## src/sv/lfs_pkg.sv

```systemverilog
// Shared constants, types and tables for the line-follow steering sequencer.
package lfs_pkg;

	localparam int SAMPLE_BITS    = 12;
	localparam int COUNT_BITS     = 24;
	localparam int BEACON_BITS    = 8;
	localparam int SERVO_BITS     = 12;
	localparam int MOTOR_BITS     = 10;
	localparam int PHASE_BITS     = 3;
	localparam int LINE_SENSORS   = 7;

	localparam int IN_TDATA_BITS  = 104;
	localparam int OUT_TDATA_BITS = 32;
	localparam int CFG_INDEX_BITS = 3;
	localparam int CFG_DATA_BITS  = 24;

	// steering divide: |gain * weight| <= 1023 * 18, divisor 9 * count <= 63
	localparam int PROD_BITS      = 16;
	localparam int DVD_BITS       = 15;
	localparam int DEN_BITS       = 6;
	localparam int DIV_CNT_BITS   = $clog2(DVD_BITS);
	localparam int WEIGHT_BITS    = 6;
	localparam int HIT_CNT_BITS   = 3;

	localparam logic [MOTOR_BITS-1:0]  SWERVE_DROP = 10'd50;
	localparam logic [BEACON_BITS-1:0] GO_CODE     = 8'd2;

	// register indexes
	localparam logic [CFG_INDEX_BITS-1:0] REG_LINE_THRESHOLD  = 3'd0;
	localparam logic [CFG_INDEX_BITS-1:0] REG_FIRST_OBSTACLE  = 3'd1;
	localparam logic [CFG_INDEX_BITS-1:0] REG_SECOND_OBSTACLE = 3'd2;
	localparam logic [CFG_INDEX_BITS-1:0] REG_CRUISE_POWER    = 3'd3;
	localparam logic [CFG_INDEX_BITS-1:0] REG_SWERVE_TICKS    = 3'd4;
	localparam logic [CFG_INDEX_BITS-1:0] REG_SERVO_CENTER    = 3'd5;
	localparam logic [CFG_INDEX_BITS-1:0] REG_SERVO_GAIN      = 3'd6;
	localparam logic [CFG_INDEX_BITS-1:0] REG_SWERVE_OFFSET   = 3'd7;

	// reset values
	localparam logic [SAMPLE_BITS-1:0] RST_LINE_THRESHOLD  = 12'd330;
	localparam logic [SAMPLE_BITS-1:0] RST_FIRST_OBSTACLE  = 12'd1500;
	localparam logic [SAMPLE_BITS-1:0] RST_SECOND_OBSTACLE = 12'd1200;
	localparam logic [MOTOR_BITS-1:0]  RST_CRUISE_POWER    = 10'd800;
	localparam logic [COUNT_BITS-1:0]  RST_SWERVE_TICKS    = 24'd200000;
	localparam logic [SERVO_BITS-1:0]  RST_SERVO_CENTER    = 12'd2650;
	localparam logic [MOTOR_BITS-1:0]  RST_SERVO_GAIN      = 10'd750;
	localparam logic [MOTOR_BITS-1:0]  RST_SWERVE_OFFSET   = 10'd690;

	// phase codes
	localparam logic [PHASE_BITS-1:0] PH_WAIT       = 3'd0;
	localparam logic [PHASE_BITS-1:0] PH_FOLLOW_A   = 3'd1;
	localparam logic [PHASE_BITS-1:0] PH_SWERVE_OUT = 3'd2;
	localparam logic [PHASE_BITS-1:0] PH_FOLLOW_B   = 3'd3;
	localparam logic [PHASE_BITS-1:0] PH_SWERVE_BK  = 3'd4;
	localparam logic [PHASE_BITS-1:0] PH_FOLLOW_C   = 3'd5;

	// sensor weights, outer left first
	localparam logic signed [4:0] LINE_WEIGHT [LINE_SENSORS] =
		'{5'sd9, 5'sd6, 5'sd3, 5'sd0, -5'sd3, -5'sd6, -5'sd9};

	typedef enum logic [1:0] {
		ST_IDLE,
		ST_PREP,
		ST_DIV,
		ST_WRITE
	} seq_state_t;

endpackage

```

## src/sv/lfs_div.sv

```systemverilog
// Iterative floor divider, one quotient bit per cycle.
module lfs_div (
	input  logic                                    clk,
	input  logic                                    arst_n,
	input  logic                                    start,
	input  logic signed [lfs_pkg::PROD_BITS-1:0]    num,
	input  logic        [lfs_pkg::DEN_BITS-1:0]     den,
	output logic                                    done,
	output logic signed [lfs_pkg::PROD_BITS-1:0]    quo
);

	localparam logic [lfs_pkg::DIV_CNT_BITS-1:0] LAST_STEP =
		lfs_pkg::DIV_CNT_BITS'(lfs_pkg::DVD_BITS - 1);

	logic                                busy_q;
	logic                                done_q;
	logic [lfs_pkg::DIV_CNT_BITS-1:0]    cnt_q;
	logic                                neg_q;
	logic [lfs_pkg::DVD_BITS-1:0]        dvd_q;
	logic [lfs_pkg::DEN_BITS-1:0]        den_q;
	logic [lfs_pkg::DEN_BITS-1:0]        rem_q;

	logic [lfs_pkg::PROD_BITS-1:0]       num_abs;
	logic [lfs_pkg::DEN_BITS:0]          trial;
	logic                                fits;
	logic [lfs_pkg::DEN_BITS:0]          trial_sub;
	logic [lfs_pkg::PROD_BITS-1:0]       quo_mag;

	assign num_abs   = num[lfs_pkg::PROD_BITS-1] ? (~num + 1'b1) : num;
	assign trial     = {rem_q, dvd_q[lfs_pkg::DVD_BITS-1]};
	assign fits      = trial >= {1'b0, den_q};
	assign trial_sub = trial - {1'b0, den_q};

	always_ff @(posedge clk or negedge arst_n) begin
		if (!arst_n) begin
			busy_q <= 1'b0;
			done_q <= 1'b0;
			cnt_q  <= '0;
		end else begin
			done_q <= 1'b0;
			if (start) begin
				busy_q <= 1'b1;
				cnt_q  <= '0;
			end else if (busy_q) begin
				cnt_q <= cnt_q + 1'b1;
				if (cnt_q == LAST_STEP) begin
					busy_q <= 1'b0;
					done_q <= 1'b1;
				end
			end
		end
	end

	always_ff @(posedge clk) begin
		if (start) begin
			neg_q <= num[lfs_pkg::PROD_BITS-1];
			dvd_q <= num_abs[lfs_pkg::DVD_BITS-1:0];
			den_q <= den;
			rem_q <= '0;
		end else if (busy_q) begin
			rem_q <= fits ? trial_sub[lfs_pkg::DEN_BITS-1:0] : trial[lfs_pkg::DEN_BITS-1:0];
			dvd_q <= {dvd_q[lfs_pkg::DVD_BITS-2:0], fits};
		end
	end

	// floor of a negative quotient: -q when exact, -q-1 (= ~q) otherwise
	assign quo_mag = {1'b0, dvd_q};
	always_comb begin
		if (!neg_q)
			quo = quo_mag;
		else if (rem_q != '0)
			quo = ~quo_mag;
		else
			quo = ~quo_mag + 1'b1;
	end

	assign done = done_q;

endmodule

```

## src/sv/line_follow_steering_sequencer.sv

```systemverilog
// Line-follow steering sequencer: sensor weighting, phase sequencer, servo and motor duty.
// A following tick with line hits passes through the prep, divide and write states; every
// other tick goes from prep straight to write. The steering divide runs on one shared
// restoring divider, and a new beat is taken only once the last result is loaded.
// The result register frees the input side while a beat waits on the output.
// arst_n clears registers to defaults, phase to wait, held servo to the center default.
module line_follow_steering_sequencer (
	input  logic                                 clk,
	input  logic                                 arst_n,
	input  logic                                 s_tvalid,
	output logic                                 s_tready,
	// left_outer, left_middle, left_inner, centre_line, right_inner, right_middle,
	// right_outer, front_distance, beacon_code
	input  logic [lfs_pkg::IN_TDATA_BITS-1:0]    s_tdata,
	output logic                                 m_tvalid,
	input  logic                                 m_tready,
	// servo_duty, motor_duty, phase_now, zero fill
	output logic [lfs_pkg::OUT_TDATA_BITS-1:0]   m_tdata,
	input  logic                                 cfg_wr_en,
	input  logic [lfs_pkg::CFG_INDEX_BITS-1:0]   cfg_index,
	input  logic [lfs_pkg::CFG_DATA_BITS-1:0]    cfg_data
);

	localparam int SB = lfs_pkg::SAMPLE_BITS;
	localparam int FRONT_LSB  = lfs_pkg::LINE_SENSORS * SB;
	localparam int BEACON_LSB = FRONT_LSB + SB;
	localparam logic [lfs_pkg::SERVO_BITS-1:0] SERVO_MAX = '1;

	// configuration registers
	logic [SB-1:0]                       thr_q;
	logic [SB-1:0]                       obst1_lvl_q;
	logic [SB-1:0]                       obst2_lvl_q;
	logic [lfs_pkg::MOTOR_BITS-1:0]      cruise_q;
	logic [lfs_pkg::COUNT_BITS-1:0]      ticks_q;
	logic [lfs_pkg::SERVO_BITS-1:0]      center_q;
	logic [lfs_pkg::MOTOR_BITS-1:0]      gain_q;
	logic [lfs_pkg::MOTOR_BITS-1:0]      offset_q;

	// sequencer and block state
	lfs_pkg::seq_state_t                 state_q, state_d;
	logic [lfs_pkg::PHASE_BITS-1:0]      phase_q;
	logic [lfs_pkg::COUNT_BITS-1:0]      swerve_cnt_q;
	logic [lfs_pkg::SERVO_BITS-1:0]      held_servo_q;
	logic                                m_tvalid_q;
	logic [lfs_pkg::OUT_TDATA_BITS-1:0]  m_tdata_q;

	// captured tick
	logic [lfs_pkg::LINE_SENSORS-1:0]    hits_q;
	logic                                obst1_q;
	logic                                obst2_q;
	logic                                go_q;

	logic [SB-1:0]                       sample [lfs_pkg::LINE_SENSORS];
	logic                                in_beat;
	logic                                follow;
	logic                                div_start;
	logic                                div_done;
	logic                                load_out;
	logic signed [lfs_pkg::WEIGHT_BITS-1:0] weight;
	logic [lfs_pkg::HIT_CNT_BITS-1:0]    hit_cnt;
	logic [lfs_pkg::DEN_BITS-1:0]        den;
	logic signed [lfs_pkg::PROD_BITS:0]  prod;
	logic signed [lfs_pkg::PROD_BITS-1:0] div_quo;
	logic signed [lfs_pkg::PROD_BITS:0]  steer_sum;
	logic [lfs_pkg::SERVO_BITS-1:0]      steer_servo;
	logic [lfs_pkg::SERVO_BITS:0]        out_sum;
	logic [lfs_pkg::SERVO_BITS-1:0]      swerve_out_servo;
	logic [lfs_pkg::SERVO_BITS-1:0]      swerve_bk_servo;
	logic [lfs_pkg::MOTOR_BITS-1:0]      swerve_motor;
	logic [lfs_pkg::COUNT_BITS-1:0]      swerve_len;
	logic [lfs_pkg::COUNT_BITS:0]        cnt_inc;
	logic                                swerve_end;
	logic [lfs_pkg::SERVO_BITS-1:0]      servo_res;
	logic [lfs_pkg::MOTOR_BITS-1:0]      motor_res;
	logic [lfs_pkg::PHASE_BITS-1:0]      phase_d;
	logic [lfs_pkg::COUNT_BITS-1:0]      swerve_cnt_d;
	logic                                held_upd;

	for (genvar k = 0; k < lfs_pkg::LINE_SENSORS; k++) begin : g_sample
		assign sample[k] = s_tdata[k*SB +: SB];
	end

	assign in_beat  = s_tvalid && s_tready;
	assign follow   = (phase_q == lfs_pkg::PH_FOLLOW_A) || (phase_q == lfs_pkg::PH_FOLLOW_B) ||
	                  (phase_q == lfs_pkg::PH_FOLLOW_C);

	// configuration writes
	always_ff @(posedge clk or negedge arst_n) begin
		if (!arst_n) begin
			thr_q       <= lfs_pkg::RST_LINE_THRESHOLD;
			obst1_lvl_q <= lfs_pkg::RST_FIRST_OBSTACLE;
			obst2_lvl_q <= lfs_pkg::RST_SECOND_OBSTACLE;
			cruise_q    <= lfs_pkg::RST_CRUISE_POWER;
			ticks_q     <= lfs_pkg::RST_SWERVE_TICKS;
			center_q    <= lfs_pkg::RST_SERVO_CENTER;
			gain_q      <= lfs_pkg::RST_SERVO_GAIN;
			offset_q    <= lfs_pkg::RST_SWERVE_OFFSET;
		end else if (cfg_wr_en) begin
			unique case (cfg_index)
				lfs_pkg::REG_LINE_THRESHOLD:  thr_q       <= cfg_data[SB-1:0];
				lfs_pkg::REG_FIRST_OBSTACLE:  obst1_lvl_q <= cfg_data[SB-1:0];
				lfs_pkg::REG_SECOND_OBSTACLE: obst2_lvl_q <= cfg_data[SB-1:0];
				lfs_pkg::REG_CRUISE_POWER:    cruise_q    <= cfg_data[lfs_pkg::MOTOR_BITS-1:0];
				lfs_pkg::REG_SWERVE_TICKS:    ticks_q     <= cfg_data[lfs_pkg::COUNT_BITS-1:0];
				lfs_pkg::REG_SERVO_CENTER:    center_q    <= cfg_data[lfs_pkg::SERVO_BITS-1:0];
				lfs_pkg::REG_SERVO_GAIN:      gain_q      <= cfg_data[lfs_pkg::MOTOR_BITS-1:0];
				lfs_pkg::REG_SWERVE_OFFSET:   offset_q    <= cfg_data[lfs_pkg::MOTOR_BITS-1:0];
			endcase
		end
	end

	// capture the compare results of the tick
	always_ff @(posedge clk) begin
		if (in_beat) begin
			for (int k = 0; k < lfs_pkg::LINE_SENSORS; k++)
				hits_q[k] <= sample[k] < thr_q;
			obst1_q <= s_tdata[FRONT_LSB +: SB] > obst1_lvl_q;
			obst2_q <= s_tdata[FRONT_LSB +: SB] > obst2_lvl_q;
			go_q    <= s_tdata[BEACON_LSB +: lfs_pkg::BEACON_BITS] == lfs_pkg::GO_CODE;
		end
	end

	// weight sum and hit count
	always_comb begin
		weight  = '0;
		hit_cnt = '0;
		for (int k = 0; k < lfs_pkg::LINE_SENSORS; k++) begin
			if (hits_q[k]) begin
				weight  = weight + lfs_pkg::WEIGHT_BITS'(lfs_pkg::LINE_WEIGHT[k]);
				hit_cnt = hit_cnt + 1'b1;
			end
		end
	end

	assign den  = {hit_cnt, 3'b000} + {3'b000, hit_cnt};
	assign prod = $signed({1'b0, gain_q}) * weight;

	lfs_div u_div (
		.clk    (clk),
		.arst_n (arst_n),
		.start  (div_start),
		.num    (prod[lfs_pkg::PROD_BITS-1:0]),
		.den    (den),
		.done   (div_done),
		.quo    (div_quo)
	);

	// sequencer: next state
	always_comb begin
		state_d = state_q;
		unique case (state_q)
			lfs_pkg::ST_IDLE:  if (s_tvalid) state_d = lfs_pkg::ST_PREP;
			lfs_pkg::ST_PREP:  state_d = div_start ? lfs_pkg::ST_DIV : lfs_pkg::ST_WRITE;
			lfs_pkg::ST_DIV:   if (div_done) state_d = lfs_pkg::ST_WRITE;
			lfs_pkg::ST_WRITE: if (load_out) state_d = lfs_pkg::ST_IDLE;
		endcase
	end

	// sequencer: outputs
	always_comb begin
		s_tready  = 1'b0;
		div_start = 1'b0;
		load_out  = 1'b0;
		unique case (state_q)
			lfs_pkg::ST_IDLE:  s_tready  = 1'b1;
			lfs_pkg::ST_PREP:  div_start = follow && (hit_cnt != '0);
			lfs_pkg::ST_DIV:   ;
			lfs_pkg::ST_WRITE: load_out  = !m_tvalid_q || m_tready;
		endcase
	end

	// servo and motor values
	assign steer_sum = $signed({5'b0, center_q}) + (lfs_pkg::PROD_BITS+1)'(div_quo);
	always_comb begin
		if (steer_sum < 0)
			steer_servo = '0;
		else if (steer_sum > $signed({5'b0, SERVO_MAX}))
			steer_servo = SERVO_MAX;
		else
			steer_servo = steer_sum[lfs_pkg::SERVO_BITS-1:0];
	end

	assign out_sum          = {1'b0, center_q} + {3'b000, offset_q};
	assign swerve_out_servo = out_sum[lfs_pkg::SERVO_BITS] ? SERVO_MAX
	                                                       : out_sum[lfs_pkg::SERVO_BITS-1:0];
	assign swerve_bk_servo  = (center_q < {2'b00, offset_q}) ? '0
	                                                          : center_q - {2'b00, offset_q};
	assign swerve_motor     = (cruise_q > lfs_pkg::SWERVE_DROP) ? cruise_q - lfs_pkg::SWERVE_DROP
	                                                            : '0;

	// a swerve length of zero acts as one
	assign swerve_len = (ticks_q == '0) ? lfs_pkg::COUNT_BITS'(1) : ticks_q;
	assign cnt_inc    = {1'b0, swerve_cnt_q} + 1'b1;
	assign swerve_end = cnt_inc >= {1'b0, swerve_len};

	always_comb begin
		servo_res    = held_servo_q;
		motor_res    = '0;
		phase_d      = phase_q;
		swerve_cnt_d = swerve_cnt_q;
		held_upd     = 1'b0;
		case (phase_q) inside
			lfs_pkg::PH_FOLLOW_A, lfs_pkg::PH_FOLLOW_B, lfs_pkg::PH_FOLLOW_C: begin
				motor_res = cruise_q;
				if (hits_q != '0) begin
					servo_res = steer_servo;
					held_upd  = 1'b1;
				end
				if (phase_q == lfs_pkg::PH_FOLLOW_A && obst1_q)
					phase_d = lfs_pkg::PH_SWERVE_OUT;
				if (phase_q == lfs_pkg::PH_FOLLOW_B && obst2_q)
					phase_d = lfs_pkg::PH_SWERVE_BK;
			end
			lfs_pkg::PH_SWERVE_OUT, lfs_pkg::PH_SWERVE_BK: begin
				servo_res = (phase_q == lfs_pkg::PH_SWERVE_OUT) ? swerve_out_servo : swerve_bk_servo;
				motor_res = swerve_motor;
				if (swerve_end) begin
					swerve_cnt_d = '0;
					phase_d      = (phase_q == lfs_pkg::PH_SWERVE_OUT) ? lfs_pkg::PH_FOLLOW_B
					                                                  : lfs_pkg::PH_FOLLOW_C;
				end else begin
					swerve_cnt_d = cnt_inc[lfs_pkg::COUNT_BITS-1:0];
				end
			end
			default: begin
				if (go_q)
					phase_d = lfs_pkg::PH_FOLLOW_A;
			end
		endcase
	end

	always_ff @(posedge clk or negedge arst_n) begin
		if (!arst_n) begin
			state_q      <= lfs_pkg::ST_IDLE;
			phase_q      <= lfs_pkg::PH_WAIT;
			swerve_cnt_q <= '0;
			held_servo_q <= lfs_pkg::RST_SERVO_CENTER;
			m_tvalid_q   <= 1'b0;
		end else begin
			state_q <= state_d;
			if (load_out) begin
				phase_q      <= phase_d;
				swerve_cnt_q <= swerve_cnt_d;
				if (held_upd)
					held_servo_q <= servo_res;
				m_tvalid_q <= 1'b1;
			end else if (m_tready) begin
				m_tvalid_q <= 1'b0;
			end
		end
	end

	// hold the result beat until taken
	always_ff @(posedge clk) begin
		if (load_out)
			m_tdata_q <= {7'b0, phase_q, motor_res, servo_res};
	end

	assign m_tvalid = m_tvalid_q;
	assign m_tdata  = m_tdata_q;

endmodule
```

## config.mk

```make
export PLATFORM = sky130hd
export DESIGN_NAME = line_follow_steering_sequencer
export DESIGN_NICKNAME = d
export VERILOG_FILES = /design/src/sv/lfs_pkg.sv /design/src/sv/lfs_div.sv /design/src/sv/line_follow_steering_sequencer.sv
export SDC_FILE = /design/constraint.sdc
export NUM_CORES = 1
export LEC_CHECK = 0
export BUFFER_PORTS_ARGS = -buffer_cell sky130_fd_sc_hd__clkbuf_2
export CAP_MARGIN = 20
export CELL_PAD_IN_SITES_DETAIL_PLACEMENT = 0
export CELL_PAD_IN_SITES_GLOBAL_PLACEMENT = 1
export CORE_ASPECT_RATIO = 1.2
export CORE_MARGIN = 2
export CORE_UTILIZATION = 41
export DETAILED_ROUTE_END_ITERATION = 10
export GPL_TIMING_DRIVEN = 0
export PLACE_DENSITY = 0.8
export SKIP_CTS_REPAIR_TIMING = 1
export SYNTH_ARGS = -nofsm -noshare
export SYNTH_HDL_FRONTEND = slang
export SYNTH_SLANG_ARGS = --single-unit
```

## constraint.sdc

```tcl
create_clock -name clk -period 15.1 [get_ports clk]
set_clock_uncertainty 0.05 [all_clocks]
set_input_delay 3.02 -clock clk [delete_from_list [all_inputs] [get_ports clk]]
set_output_delay 3.02 -clock clk [all_outputs]
set_load 0.05 [all_outputs]
```

==> impl_metrics.json, run 1 <==
{
  "ir_drop_uv": 232,
  "gr-total-overflow": 0,
  "postSynthCellCount": 1822,
  "tightest_slew_ns": 1.14,
  "synth.most_common_cell": "ha_1",
  "fmax_ghz": 0.114,
  "drc": 0,
  "min_period_ns": 8.78,
  "track_usage_pct": 21.2,
  "antenna_left": 0,
  "synth_area_leader_cell": "ha_1",
  "post-route-util_pct": 47.3,
  "clkLatencyLatePin_ns": 0.55,
  "use_met1_pct": 24.6,
  "grt_pass1_vias": 14000,
  "synthTopCellsByArea": "ha_1 (16%), dfrtp_1 (15%), edfxtp_1 (9.6%), dfstp_2 (7.4%), nand2_1 (4.4%)",
  "vias": 13700,
  "drive_gt1_share_pct": 16.5,
  "detail_route.wl_per_cell_um": 17.6,
  "finalCritPeriodShare_pct": 58.1,
  "critPathBufInv": 5,
  "slowest_stage": "fa_1",
  "synthesis.area_um2": 16900,
  "drtIter0Drc": 653,
  "cts-htree-levels": 1,
  "coreArea_um2": 40700,
  "power_density_nw_per_um2": 248,
  "synth_top_area_share_pct": 16.3,
  "io_buffers": 160,
  "crit_family": "adder cells",
  "synth-seq-cells": 210,
  "tritoncts": "done",
  "use_met3_pct": 2.79,
  "met2_usage_pct": 39.3,
  "antenna_found_initial": 4,
  "relSlewSlack_pct": 23.4,
  "cts_buffers": 25,
  "die_x_um": 190,
  "path_max_fanout": 10,
  "place_area_um2": 18500,
  "grt_setup_unrepaired": "false",
  "slew_violations": 0,
  "grt_busiest_layer": "met2",
  "leakagePower_nw": 9.07,
  "max-cap-violations": 0,
  "clockRootBuffer": "clkbuf_16",
  "yosysWarningCount": 0,
  "cpMostUsedCell": "ha_1",
  "fin_setup_tns_ns": 0,
  "synth.distinct_cells": 79,
  "synth.avg_cell_area_um2": 9.30,
  "clockBufferDepth": 3,
  "cp-start-kind": "register",
  "wirelength_mm": 45.2,
  "end_kind": "register",
  "diodes": 0,
  "ys.flop_type": "dfrtp_1",
  "cp_data_required_time_ns": 15.30,
  "hold_violations": 0,
  "arrival_ns": 8.97,
  "design_area_um2": 19300,
  "viasPerCell": 5.33,
  "clkTransAtPathRegs_ns": 0.06,
  "hold_path.class": "reg -> reg",
  "numClockSinks": 210,
  "grt_first_pass_wirelength_mm": 72.1,
  "fp.dieH_um": 227,
  "area_growth_pct": 13.7,
  "synth-async-reset-ratio_pct": 71.4,
  "num-nets-final": 2411,
  "synth_common_cells": "ha_1 (221), nand2_1 (199), inv_1 (173)",
  "row_count": 81,
  "dr.pass1.iters": 5,
  "dieArea_um2": 43000,
  "slowest_delay_ns": 0.55,
  "grt_start_max_net_pins": 101,
  "outcome": "complete, no violations",
  "synth-edff-count": 54,
  "start_util_pct": 41.6,
  "crit_type": "reg -> reg",
  "ys_seq_area_share_pct": 32.8,
  "finalSetupViolCount": 0,
  "io_pins": 170,
  "dp_hpwl_mm": 35.4,
  "gp_routability_congestion": 0.911
}
==> per-stage QoR <==
step	setup slack (ns)	hold WS [ns]	power (mW)	cells
after floorplan	7.51	0.395	3.49	1828
after global placement	6.45	0.404	4.12	2527
after detailed placement	6.38	0.412	4.20	2528
after CTS	6.31	0.418	4.81	2574
after global routing	5.77	0.437	5.25	2575
final	6.32	0.415	4.77	2575
==> worst paths after layout <==
check	slack (ns)	cells past startpoint	endpoint	start
setup / recovery	6.32	31	u_div.dvd_q[13]$_DFFE_PP_	hits_q[0]$_DFFE_PP_
hold / removal	0.41	2	held_servo_q[4]$_DFFE_PN1P_	held_servo_q[4]$_DFFE_PN1P_
setup reg to reg	6.32	31	u_div.dvd_q[13]$_DFFE_PP_	hits_q[0]$_DFFE_PP_
hold reg to reg	0.41	2	held_servo_q[4]$_DFFE_PN1P_	held_servo_q[4]$_DFFE_PN1P_
max in group asynchronous	11.71	2	gain_q[9]$_DFFE_PN1P_	arst_n
min in group asynchronous	2.38	1	held_servo_q[0]$_DFFE_PN0P_	arst_n
==> cells in the final DEF (no fill, tap or decap), types with 55 or more instances in the layout <==
| cell | netlist | final |
|---|---|---|
| nand2_1 | 199 | 199 |
| xnor2_1 | 70 | 70 |
| a21o_1 | 62 | 62 |
| inv_1 | 173 | 173 |
| o21ai_0 | 131 | 131 |
| ha_1 | 221 | 221 |
| mux2_2 | 55 | 55 |
| dfrtp_1 | 102 | 102 |
| a21oi_1 | 76 | 76 |
| clkbuf_2 | 0 | 159 |
| nor2_1 | 98 | 98 |
==> metal layers <==
metal | wire length [µm] | vias up
li1 | - | 6785
met1 | 18800 | 6564
met2 | 22700 | 266
met3 | 1760 | 112
met4 | 1810 | 6
met5 | 36 | -
==> registers in the layout (all words and copies together) (netlist names), 6 cells and up <==
register and cells:
center_q 12, cruise_q 10, gain_q 10, held_servo_q 12
hits_q 7, m_tdata 25, obst1_lvl_q 12, obst2_lvl_q 12
offset_q 10, swerve_cnt_q 24, thr_q 12, ticks_q 24
u_div.dvd_q 15, u_div.rem_q 6
==> worst register-to-register path: cells and delay by family (launching register included) <==
kind	cells	cell delay [ns]
AOI/OAI and AO/OA	7	1.43
buffers and inverters	5	0.86
xor gates and xnor gates	4	1.18
DFF	1	0.52
adders and majority gates	8	3.28
and+or+nand+nor	6	0.86
muxes	1	0.30
==> where the power goes <==
part	internal, mW	switching [mW]
sequential	0.741	0.0854
combinational	1.37	2.00
clock	0.326	0.248
total	2.44	2.33
==> logic make-up (layout without fill, tap and decap cells) <==
group	count (synthesis)	after routing	share of synthesized area (%)
other	1	7	0.0221
buffers and inverters	232	440	5.43
xor gates and xnor gates	110	110	5.78
adders and majority gates	258	258	20.7
AOI/OAI and AO/OA	436	436	16.6
DFF	210	210	32.8
and+or+nand+nor	508	508	14.3
muxes	67	67	4.37
==> cell type report <==
cell class                      instances  area (µm²)
Inverter                              173         649
Buffer                                 59         270
Tap cell                              539         674
Sequential cell                       210        5560
Multi-Input combinational cell       1386       10500
Clock buffer                           35         704
Timing Repair Buffer                  162         865
Clock inverter                         11        62.6
Fill cell                            3965       21500
Power figures use the tool's default switching activity.
==> run 2, diff against run 1 <==
--- a/config.mk
+++ b/config.mk
@@ -14,7 +14,7 @@
 export CORE_UTILIZATION = 41
 export DETAILED_ROUTE_END_ITERATION = 10
 export GPL_TIMING_DRIVEN = 0
-export PLACE_DENSITY = 0.8
+export PLACE_DENSITY = 0.83
 export SKIP_CTS_REPAIR_TIMING = 1
 export SYNTH_ARGS = -nofsm -noshare
 export SYNTH_HDL_FRONTEND = slang
==> constraint.sdc (replaced) <==
create_clock -name clk -period 7.65 [get_ports clk]
set_clock_uncertainty 0.05 [all_clocks]
set_input_delay 1.53 -clock clk [delete_from_list [all_inputs] [get_ports clk]]
set_output_delay 1.53 -clock clk [all_outputs]
set_load 0.05 [all_outputs]
==> impl_metrics.json, run 2 (same netlist as run 1, synthesis figures left out) <==
{
  "gp_routability_congestion": 0.902,
  "max-cap-violations": 0,
  "end_kind": "register",
  "fin_setup_tns_ns": 0,
  "hold_violations": 0,
  "numClockSinks": 210,
  "drive_gt1_share_pct": 19.9,
  "routed-wl-met3_mm": 1.81,
  "fmax_ghz": 0.131,
  "grt_first_pass_wirelength_mm": 71.3,
  "wl_met1_mm": 18.6,
  "n_fill_cell": 3869,
  "clkLatencyLatePin_ns": 0.55,
  "row_count": 81,
  "slowest_delay_ns": 0.54,
  "cp_data_required_time_ns": 7.89,
  "clkTransAtPathRegs_ns": 0.06,
  "die_x_um": 190,
  "r2r-end": "u_div.dvd_q[11]$_DFFE_PP_",
  "drc": 0,
  "cts_buffers": 25,
  "finalSetupViolCount": 0,
  "reg2reg_slack_ns": 0.01,
  "antenna_found_initial": 3,
  "path_max_fanout": 6,
  "wirelength_mm": 45.3,
  "io_pins": 170,
  "outcome": "complete, no violations",
  "clockBufferDepth": 3,
  "reg2regPathDepth": 30,
  "clockRootBuffer": "clkbuf_16",
  "grt_start_max_net_pins": 104,
  "grt_setup_unrepaired": "true",
  "dr.pass1.iters": 7,
  "grt_pass1_vias": 13900,
  "ff_latch_area_um2": 5560,
  "hold_path.class": "reg -> reg",
  "vias": 14000,
  "cts-htree-levels": 1,
  "slowest_stage": "fa_1",
  "tightest_slew_ns": 1.14,
  "start_util_pct": 41.6,
  "dr_wl_met2_mm": 22.9,
  "holdPathStages": 2,
  "detail_route.wl_per_cell_um": 17.5,
  "track_usage_pct": 20.9,
  "area_growth_pct": 17.6,
  "viasPerCell": 5.40,
  "finalCritPeriodShare_pct": 99.8,
  "final_common_cell": "ha_1",
  "arrival_ns": 7.87,
  "top_layer": "met5",
  "antenna_left": 0,
  "drtIter0Drc": 620,
  "dieArea_um2": 43000,
  "cp-start-kind": "register",
  "whs_endpoint": "held_servo_q[11]$_DFFE_PN1P_",
  "place_area_um2": 18500,
  "worst_hold_startpoint": "held_servo_q[11]$_DFFE_PN1P_",
  "slew_violations": 0,
  "relSlewSlack_pct": 23.3,
  "multi_input_area_um2": 10900,
  "crit_type": "reg -> reg",
  "min_period_ns": 7.64,
  "design_area_um2": 19900,
  "num-nets-final": 2430,
  "tritoncts": "done",
  "worst_r2r_startpoint": "hits_q[1]$_DFFE_PP_",
  "gr-total-overflow": 0,
  "fp.dieH_um": 227,
  "io_buffers": 160,
  "dp_hpwl_mm": 34.8,
  "coreArea_um2": 40700,
  "largest_register_ffs": 25,
  "final_cell_mix": "ha_1 (213), nand2_1 (198), inv_1 (169), clkbuf_2 (159), o21ai_0 (131)",
  "cpMostUsedCell": "fa_1"
}
-- run 2: cell types whose count changed in the layout (fill, tap and decap cells not counted), sizes merged --
cell	before	now
buf	17	36
clkbuf	239	234
bufinv	0	4
clkinv	8	10
diode	0	1
inv	175	174
-- run 2: how the worst max path moves through the flow --
stage | startpoint | end | slack (ns)
final | hits_q[1]$_DFFE_PP_ | u_div.dvd_q[11]$_DFFE_PP_ | 0.01
after global routing | hits_q[1]$_DFFE_PP_ | u_div.dvd_q[11]$_DFFE_PP_ | -0.23
after CTS | hits_q[0]$_DFFE_PP_ | u_div.dvd_q[13]$_DFFE_PP_ | -1.12
after detailed placement | hits_q[0]$_DFFE_PP_ | u_div.dvd_q[13]$_DFFE_PP_ | -1.04
after global placement | hits_q[0]$_DFFE_PP_ | u_div.dvd_q[13]$_DFFE_PP_ | -0.99
after floorplan | hits_q[0]$_DFFE_PP_ | u_div.dvd_q[13]$_DFFE_PP_ | 0.06
-- run 2: worst max-delay path, delay by kind of cell, from the launching register on --
kind	cells	cell delay [ns]
xor gates and xnor gates	5	1.02
adders and majority gates	7	2.74
buffers and inverters	5	0.41
and+or+nand+nor	7	1.47
DFF	1	0.45
AOI/OAI and AO/OA	5	0.98
muxes	1	0.27
-- run 2: final cells by class --
| cell class | count | area share (%) |
|---|---|---|
| antenna | 1 | 0.0126 |
| buffer | 59 | 1.42 |
| clock buffer | 30 | 3.34 |
| clock inverter | 16 | 0.930 |
| inverter | 173 | 3.26 |
| multi-input combinational | 1386 | 54.6 |
| sequential | 210 | 27.9 |
| tap | 539 | 3.39 |
| timing repair buffer | 181 | 5.16 |
-- run 2: metal layers --
layer / GRT usage, % / vias up
li1: - / 6822
met1: 24.8 / 6787
met2: 37.7 / 290
met3: 2.85 / 113
met4: 8.90 / 4
met5: 0 / -
-- run 2: metrics by stage --
stage / instances / setup slack, ns / util (%) / hold slack, ns
floorplan: 1828 / 0.0600 / - / 0.395
global placement: 2527 / -0.987 / 45.3 / 0.406
detailed placement: 2528 / -1.04 / 45.3 / 0.411
CTS: 2574 / -1.12 / 47.4 / 0.418
global route: 2595 / -0.232 / 48.9 / 0.432
finish: 2595 / 0.0119 / 48.9 / 0.419
Power of run 2 is left out: the tool's default activity adds up to more than one toggle a clock period on the data nets, which glitch-free logic cannot reach.
